==> src/hw/rtl/vector2d_normalizer_macros.svh <==
// Assertion macros for the vector normalizer RTL.
// Used by the top level; no other dependencies.
`ifndef VECTOR2D_NORMALIZER_MACROS_SVH
`define VECTOR2D_NORMALIZER_MACROS_SVH
`ifndef SYNTHESIS
`define VN_ASSERT_SAME(label, clk, rst_n, cond, prop) \
    label: assert property (@(posedge clk) disable iff (!rst_n) (cond) |-> (prop)) \
        else $error("vector normalizer same-cycle check failed");
`define VN_ASSERT_NEXT(label, clk, rst_n, cond, prop) \
    label: assert property (@(posedge clk) disable iff (!rst_n) (cond) |=> (prop)) \
        else $error("vector normalizer next-cycle check failed");
`else
`define VN_ASSERT_SAME(label, clk, rst_n, cond, prop)
`define VN_ASSERT_NEXT(label, clk, rst_n, cond, prop)
`endif
`endif

==> src/hw/rtl/vnorm_pkg.sv <==
// Package for the vector normalizer: widths, stage counts and payload types.
// No dependencies.
package vnorm_pkg;
    localparam int IN_WIDTH  = 16;
    localparam int FRAC_OUT  = 14;
    localparam int MAG_W     = IN_WIDTH + 1;
    localparam int SUM_W     = 2 * IN_WIDTH;
    localparam int RAD_W     = 64;
    localparam int LEN_W     = 32;
    localparam int SQRT_N    = 32;
    localparam int Q_W       = FRAC_OUT + 1;
    localparam int NUM_SHIFT = FRAC_OUT + 32 - IN_WIDTH;
    localparam int REM_W     = MAG_W + NUM_SHIFT;

    typedef struct packed {
        logic signed [15:0] x_in;
        logic signed [15:0] y_in;
    } vec_t;

    typedef struct packed {
        logic signed [15:0] x_unit;
        logic signed [15:0] y_unit;
        logic               zero_length;
    } unit_t;

    // Per-item data that rides along the pipeline.
    typedef struct packed {
        logic [MAG_W-1:0] ax;
        logic [MAG_W-1:0] ay;
        logic             nx;
        logic             ny;
        logic             zero;
    } side_t;
endpackage

==> src/hw/rtl/vnorm_div.sv <==
// Pipelined restoring divider for both components, one quotient bit per stage.
// Depends on vnorm_pkg.
module vnorm_div (
    input  logic                           clk,
    input  logic                           rst_n,
    input  logic                           en,
    input  logic                           valid,
    input  logic [vnorm_pkg::LEN_W-1:0]    len,
    input  vnorm_pkg::side_t               side,
    output logic                           q_valid,
    output logic [vnorm_pkg::Q_W-1:0]      qx,
    output logic [vnorm_pkg::Q_W-1:0]      qy,
    output vnorm_pkg::side_t               q_side
);
    localparam int N = vnorm_pkg::Q_W;
    localparam int RW = vnorm_pkg::REM_W;

    logic [RW-1:0]               rx_reg [N];
    logic [RW-1:0]               ry_reg [N];
    logic [N-1:0]                qx_reg [N];
    logic [N-1:0]                qy_reg [N];
    logic [vnorm_pkg::LEN_W-1:0] len_reg [N];
    vnorm_pkg::side_t            side_reg [N];
    logic                        vld_reg [N];

    for (genvar j = 0; j < N; j++)
    begin : g_stage
        localparam int K = N - 1 - j;
        logic [RW-1:0]               rx_cur;
        logic [RW-1:0]               ry_cur;
        logic [N-1:0]                qx_cur;
        logic [N-1:0]                qy_cur;
        logic [vnorm_pkg::LEN_W-1:0] len_cur;
        vnorm_pkg::side_t            side_cur;
        logic                        vld_cur;
        logic [RW-1:0]               dsh;
        logic [RW-1:0]               rx_next;
        logic [RW-1:0]               ry_next;
        logic [N-1:0]                qx_next;
        logic [N-1:0]                qy_next;

        if (j == 0)
        begin : g_first
            assign rx_cur   = {side.ax, {vnorm_pkg::NUM_SHIFT{1'b0}}};
            assign ry_cur   = {side.ay, {vnorm_pkg::NUM_SHIFT{1'b0}}};
            assign qx_cur   = '0;
            assign qy_cur   = '0;
            assign len_cur  = len;
            assign side_cur = side;
            assign vld_cur  = valid;
        end
        else
        begin : g_next
            assign rx_cur   = rx_reg[j-1];
            assign ry_cur   = ry_reg[j-1];
            assign qx_cur   = qx_reg[j-1];
            assign qy_cur   = qy_reg[j-1];
            assign len_cur  = len_reg[j-1];
            assign side_cur = side_reg[j-1];
            assign vld_cur  = vld_reg[j-1];
        end

        always_comb
        begin
            dsh     = RW'(len_cur) << K;
            rx_next = rx_cur;
            ry_next = ry_cur;
            qx_next = qx_cur;
            qy_next = qy_cur;
            if (rx_cur >= dsh)
            begin
                rx_next    = rx_cur - dsh;
                qx_next[K] = 1'b1;
            end
            if (ry_cur >= dsh)
            begin
                ry_next    = ry_cur - dsh;
                qy_next[K] = 1'b1;
            end
        end

        always_ff @(posedge clk or negedge rst_n)
        begin
            if (!rst_n)
                vld_reg[j] <= 1'b0;
            else if (en)
                vld_reg[j] <= vld_cur;
        end

        always_ff @(posedge clk)
        begin
            if (en)
            begin
                rx_reg[j]   <= rx_next;
                ry_reg[j]   <= ry_next;
                qx_reg[j]   <= qx_next;
                qy_reg[j]   <= qy_next;
                len_reg[j]  <= len_cur;
                side_reg[j] <= side_cur;
            end
        end
    end

    assign q_valid = vld_reg[N-1];
    assign qx      = qx_reg[N-1];
    assign qy      = qy_reg[N-1];
    assign q_side  = side_reg[N-1];
endmodule

==> config.mk <==
export PLATFORM = sky130hd
export DESIGN_NAME = vnorm_div
export DESIGN_NICKNAME = d
export VERILOG_FILES = /design/src/hw/rtl/vector2d_normalizer_macros.svh /design/src/hw/rtl/vnorm_pkg.sv /design/src/hw/rtl/vnorm_div.sv
export SDC_FILE = /design/constraint.sdc
export NUM_CORES = 2
export LEC_CHECK = 0
export BUFFER_PORTS_ARGS = -buffer_cell sky130_fd_sc_hd__buf_2
export CAP_MARGIN = 30
export CORE_MARGIN = 2
export CORE_UTILIZATION = 45
export CTS_CLUSTER_DIAMETER = 200
export CTS_CLUSTER_SIZE = 30
export DETAILED_ROUTE_END_ITERATION = 10
export PLACE_DENSITY = 0.71
export SYNTH_ARGS = -nofsm -noshare
export SYNTH_HDL_FRONTEND = slang
export SYNTH_SLANG_ARGS = --single-unit
==> constraint.sdc <==
create_clock -name clk -period 9 [get_ports clk]
set_input_delay 2.7 -clock clk [delete_from_list [all_inputs] [get_ports clk]]
set_output_delay 2.7 -clock clk [all_outputs]
set_load 0.05 [all_outputs]
# Word level (Yosys, flattened, before mapping)
# Memory sizes are Yosys's and may differ from the RTL's.
# Cells that the tools add are included.
# word_totals
reg_bits	15
ram_bits	2895
elab_cells	143
memories	6
# op_classes
add_sub_neg	30
n_lt_le_gt_ge	30
mux	62
# memory_table
name	depth	width	rd	rd_clocked_by_memory_dff	wr	line_no	text
rx_reg	15	47	14	0	15	vnorm_div.sv:18	logic [RW-1:0] rx_reg [N];
ry_reg	15	47	14	0	15	vnorm_div.sv:19	logic [RW-1:0] ry_reg [N];
side_reg	15	37	15	0	15	vnorm_div.sv:23	vnorm_pkg::side_t side_reg [N];
len_reg	15	32	14	0	15	vnorm_div.sv:22	logic [vnorm_pkg::LEN_W-1:0] len_reg [N];
qx_reg	15	15	15	0	15	vnorm_div.sv:20	logic [N-1:0] qx_reg [N];
qy_reg	15	15	15	0	15	vnorm_div.sv:21	logic [N-1:0] qy_reg [N];
# op_table
op	count
$mux 47	30
$ge 47x32->1	2
$ge 47x33->1	2
$ge 47x34->1	2
$ge 47x35->1	2
$ge 47x36->1	2
$ge 47x37->1	2
$ge 47x38->1	2
$ge 47x39->1	2
$ge 47x40->1	2
$ge 47x41->1	2
$ge 47x42->1	2
$ge 47x43->1	2
$ge 47x44->1	2
$ge 47x45->1	2
$ge 47x46->1	2
$sub 47x32->47	2
$sub 47x33->47	2
$sub 47x34->47	2
$sub 47x35->47	2
$sub 47x36->47	2
$sub 47x37->47	2
$sub 47x38->47	2
$sub 47x39->47	2
other kinds (8)	46

# Longest topological paths before layout
# An unclocked memory read counts as a cell.
# depth
word_depth	3
ltp_mapped	15
depth_no_buf	14

# Worst setup path after synthesis
# No wires, ideal clock.
# synth_path
path_kind	input port to flip-flop
start	input len[25] (netlist bit)
end	memory ry_reg[0][20] (netlist bit), data pin
setup_time_ps	266
t_arrival_ps	5080
setup_slack_ps	3654
path_stages	11
n_path_buf	3
cell_sequence	inv_1 -> ha_1 -> clkbuf_1 -> and3_1 -> a311oi_1 -> o21ai_0 -> a2111o_1 -> a31oi_1 -> clkbuf_1 -> clkbuf_1 -> nor2_1
# synth_rtl
item	line_no	text
start, declared	vnorm_div.sv:8	input logic [vnorm_pkg::LEN_W-1:0] len,
end, declared	vnorm_div.sv:19	

==> metrics.txt <==
# TYPE chip_impl_metric gauge
chip_impl_info{name="run_status",value="finished clean"} 1
chip_impl_info{name="worstSetupStartpointType",value="primary input"} 1
chip_impl_metric{name="r2r.worst_path.cells",unit=""} 12
chip_impl_metric{name="synth-seq-cells",unit=""} 2364
chip_impl_metric{name="critical_path_required",unit="ns"} 9.66
chip_impl_metric{name="cts.path.max_buffers",unit=""} 4
chip_impl_metric{name="fmax",unit="MHz"} 196
chip_impl_metric{name="synth_fp_nets",unit=""} 12900
chip_impl_metric{name="setup_violation_total_in_the_final_timing_report",unit=""} 0
chip_impl_info{name="synth_most_common_cell",value="edfxtp_1"} 1
chip_impl_metric{name="postRouteAntennaNets",unit=""} 0
chip_impl_metric{name="grt.overflow.total",unit=""} 0
chip_impl_metric{name="p_sw",unit="mW"} 17.1
chip_impl_info{name="worstSetupPathType",value="primary input to flip-flop"} 1
chip_impl_metric{name="die_x",unit="um"} 547
chip_impl_metric{name="postRouteWirelength",unit="um"} 330000
chip_impl_info{name="holdCritPathClass",value="flip-flop to flip-flop"} 1
chip_impl_metric{name="ctsResizeCount",unit=""} 0
chip_impl_metric{name="dp.final_hpwl",unit="um"} 262000
chip_impl_info{name="synth_ff_type",value="edfxtp_1"} 1
chip_impl_metric{name="drc_violation_total_after_the_first_tritonroute_iteration",unit=""} 7135
chip_impl_metric{name="final_net_count",unit=""} 12900
chip_impl_metric{name="avgSynthCellArea",unit="um2"} 11.1
chip_impl_metric{name="num_vias",unit=""} 89800
chip_impl_metric{name="async_flop_share",unit="%"} 0.635
chip_impl_metric{name="floorplan.die_area",unit="um2"} 299000
chip_impl_metric{name="hold_depth",unit=""} 0
chip_impl_metric{name="yosys.cell_types.count",unit=""} 102
chip_impl_info{name="critical_path.top_delay_family",value="simple AND/OR/NAND/NOR gates"} 1
chip_impl_metric{name="hold_buffers",unit=""} 0
chip_impl_metric{name="timing.reg2reg.setup_slack",unit="ns"} 3.97
chip_impl_metric{name="final_min_period_over_clock_period",unit="%"} 56.7
chip_impl_info{name="crit_path_top_delay_cell",value="nor4_1"} 1
chip_impl_metric{name="drt_pass1_iterations",unit=""} 6
chip_impl_metric{name="max_slew_margin_vs_limit",unit="%"} 17.2
chip_impl_metric{name="area.growth.synth_to_final",unit="%"} 5.88
chip_impl_metric{name="grt_pass1_wl",unit="um"} 498000
chip_impl_metric{name="grt_pass1_vias",unit=""} 86500
chip_impl_metric{name="post-route-worst-setup-slack",unit="ns"} 3.90
chip_impl_info{name="cp_cell_sequence",value="buf_2 > nor4_1 > nand2_1 > or2_2 > o211ai_1 > a211o_1 > nand2_1 > o211a_1 > inv_1 > mux2_2"} 1
chip_impl_metric{name="worst_slew_pin_slew",unit="ns"} 1.24
chip_impl_metric{name="cap_violations",unit=""} 0
chip_impl_metric{name="min_period",unit="ns"} 5.10
chip_impl_metric{name="crit_arrival",unit="ns"} 5.76
chip_impl_info{name="tritoncts_clock_tree",value="built"} 1
chip_impl_metric{name="fp.coreArea",unit="um2"} 294000
chip_impl_metric{name="count_of_flip_flops_with_a_built_in_enable_after_synthesis",unit=""} 2349
chip_impl_metric{name="numCtsBuffers",unit=""} 93
chip_impl_metric{name="synth_top_area_share",unit="%"} 53.2
chip_impl_metric{name="timing.final.max_slew_violations",unit=""} 0
chip_impl_metric{name="route.detailed.wl_per_inst",unit="um"} 20.8
chip_impl_info{name="post_synth_most_frequent_cells",value="edfxtp_1 (2349), nand2_1 (1016), a21oi_1 (1001)"} 1
chip_impl_metric{name="remaining_drc_errors",unit=""} 0
chip_impl_metric{name="largest_net_degree_at_the_start_of_global_routing",unit=""} 208
chip_impl_metric{name="power.static_leakage",unit="nW"} 53.7
chip_impl_metric{name="worst_path_largest_cell_delay",unit="ns"} 0.59
chip_impl_metric{name="post-cts-setup-buffers",unit=""} 0
chip_impl_metric{name="num-fill-cells",unit=""} 26400
chip_impl_info{name="hp-start",value="len_reg[1][44]"} 1
chip_impl_metric{name="cts_htree_levels",unit=""} 3
chip_impl_metric{name="cts.reportedPaths.clkPinSlew",unit="ns"} 0.12
chip_impl_metric{name="syn_area",unit="um2"} 133000
chip_impl_info{name="post_synth_main_area_contributors",value="edfxtp_1 (53%), ha_1 (8.7%), a21oi_1 (3.8%)"} 1
chip_impl_metric{name="clock_sinks",unit=""} 2364
chip_impl_metric{name="gpl.final_weighted_congestion",unit=""} 0.950
chip_impl_metric{name="largest_reg_flops",unit=""} 555
chip_impl_metric{name="power_density",unit="nW/um2"} 307
chip_impl_metric{name="io_buffer_count",unit=""} 140
chip_impl_metric{name="power.sequential.fraction",unit="%"} 41.5
chip_impl_info{name="worstReg2RegEnd",value="ry_reg[0][269]"} 1
chip_impl_info{name="hold-path-endpoint",value="len_reg[1][76]"} 1
chip_impl_metric{name="post-place-ws",unit="ns"} 3.03
chip_impl_metric{name="comb_power_share",unit="%"} 46.5
chip_impl_metric{name="post_route_skew",unit="ns"} 0.131
chip_impl_info{name="regToRegStartpoint",value="len_reg[0][130]"} 1
chip_impl_metric{name="finalHoldViolCount",unit=""} 0
chip_impl_info{name="cts-root-buf",value="clkbuf_16"} 1
chip_impl_metric{name="power_frac_clock",unit="%"} 12.0
chip_impl_metric{name="power_report.internal_total",unit="mW"} 26.0
chip_impl_metric{name="worstPathMaxFanout",unit=""} 7
chip_impl_metric{name="synth_warnings",unit=""} 0
chip_impl_metric{name="die_height",unit="um"} 547
chip_impl_info{name="setup_repair_after_global_routing_missed_its_margin",value="no"} 1
chip_impl_metric{name="final.setup.tns",unit="ns"} 0
chip_impl_metric{name="ios",unit=""} 141
chip_impl_info{name="crit_top_cell",value="nand2_1"} 1
chip_impl_metric{name="drt-vias-per-instance",unit=""} 5.66
chip_impl_metric{name="max-vdd-ir-drop",unit="mV"} 0.174
chip_impl_metric{name="initial_core_util",unit="%"} 45.2
chip_impl_metric{name="num_rows",unit=""} 199
chip_impl_info{name="post_synthesis_cell_type_with_the_largest_combined_area",value="edfxtp_1"} 1
chip_impl_metric{name="synthesis.instances",unit=""} 11900
chip_impl_metric{name="global_route.usage.total",unit="%"} 21.4
chip_impl_metric{name="path_buf_inv",unit=""} 2
chip_impl_metric{name="synth-seq-area-share",unit="%"} 53.4
chip_impl_metric{name="grt_antenna_before_repair",unit=""} 5
chip_impl_info{name="endpoint_kind",value="flip-flop"} 1
chip_impl_metric{name="sw_frac_of_total",unit="%"} 39.7
chip_impl_metric{name="layout-drive-gt1-share",unit="%"} 5.03
chip_impl_metric{name="clkLatencyLatePin",unit="ns"} 0.92
## per-stage QoR
| stage | instance area, um2 | instances | hold WS [ns] | power, mW | utilization, % |
|---|---|---|---|---|---|
| detailed placement | 138000 | 15700 | 0.405 | 37.9 | 47.0 |
| global route | 141000 | 15800 | 0.392 | 45.9 | 47.9 |
| floorplan | 133000 | 11900 | 0.400 | 31.9 | - |
| CTS | 140000 | 15800 | 0.380 | 43.1 | 47.9 |
| finish | 141000 | 15800 | 0.390 | 43.2 | 47.9 |
| global placement | 138000 | 15700 | 0.400 | 37.7 | 47.0 |
## power groups by stage
stage | Sequential (mW) | Clock (mW) | Combinational (mW)
final | 17.9 | 5.18 | 20.1
after global routing | 18.1 | 5.70 | 22.1
after CTS | 17.9 | 5.38 | 19.8
after detailed placement | 18.1 | 0 | 19.8
after global placement | 18.1 | 0 | 19.6
after floorplan | 17.1 | 0 | 14.8
## worst register-to-register path, delay by kind of cell (launching register included)
kind	cells	cell delay [ns]
flip-flops	1	0.50
AO/OA/AOI/OAI	7	2.81
AND/OR/NAND/NOR	1	0.17
adder cells (fa/ha/maj)	1	0.35
multiplexers	1	0.39
buffers and inverters	2	0.57
## cell type report
cell class                      count  area, um2  share of cell area, %
Sequential cell                  2364      70900                   50.5
Multi-Input combinational cell   8543      58100                   41.4
Tap cell                         3919       4900                   3.49
Inverter                          675       2530                   1.80
Clock buffer                      121       2470                   1.76
Timing Repair Buffer              219       1510                   1.07
Clock inverter                      5       57.6                 0.0410
Antenna cell                        2       5.00                0.00356
## per-layer routing
metal	vias up	routed length (um)	GRT usage, %
met5	-	0	0
met4	0	18200	10.3
met3	621	13800	1.92
met2	2413	162000	37.7
met1	42600	136000	26.4
li1	44100	-	-
## logic make-up after synthesis
kind of cell / synth area share (%)
AOI/OAI and AO/OA: 15.5
and+or+nand+nor: 11.5
DFF: 53.4
buffers and inverters: 2.91
xor gates and xnor gates: 6.29
adders and majority gates: 9.13
muxes: 1.20
## how the worst max path moves through the flow
stage | slack [ns] | start | cells after the start | endpoint
final | 3.90 | len[5] | 10 | rx_reg[0][32]
after CTS | 4.02 | len[3] | 10 | rx_reg[0][32]
after floorplan | 3.65 | len[25] | 11 | ry_reg[0][20]
after global placement | 3.14 | len[5] | 10 | rx_reg[0][32]
after detailed placement | 3.03 | len[5] | 10 | rx_reg[0][32]
after global routing | 3.63 | len_reg[0][130] | 12 | ry_reg[0][269]
## cell usage in the layout (no fill, tap or decap), types with 157 or more instances in the layout
| cell | instances |
|---|---|
| a21o_1 | 509 |
| a21oi_1 | 1000 |
| edfxtp_1 | 2349 |
| ha_1 | 927 |
| inv_1 | 673 |
| nand2_1 | 1014 |
| nand2b_1 | 157 |
| nand3_1 | 221 |
| nand4_1 | 176 |
| nor2_1 | 771 |
| nor3_1 | 177 |
| o21ai_0 | 883 |
| xnor2_1 | 498 |
| xor2_1 | 455 |
Power figures use the tool's default switching activity.
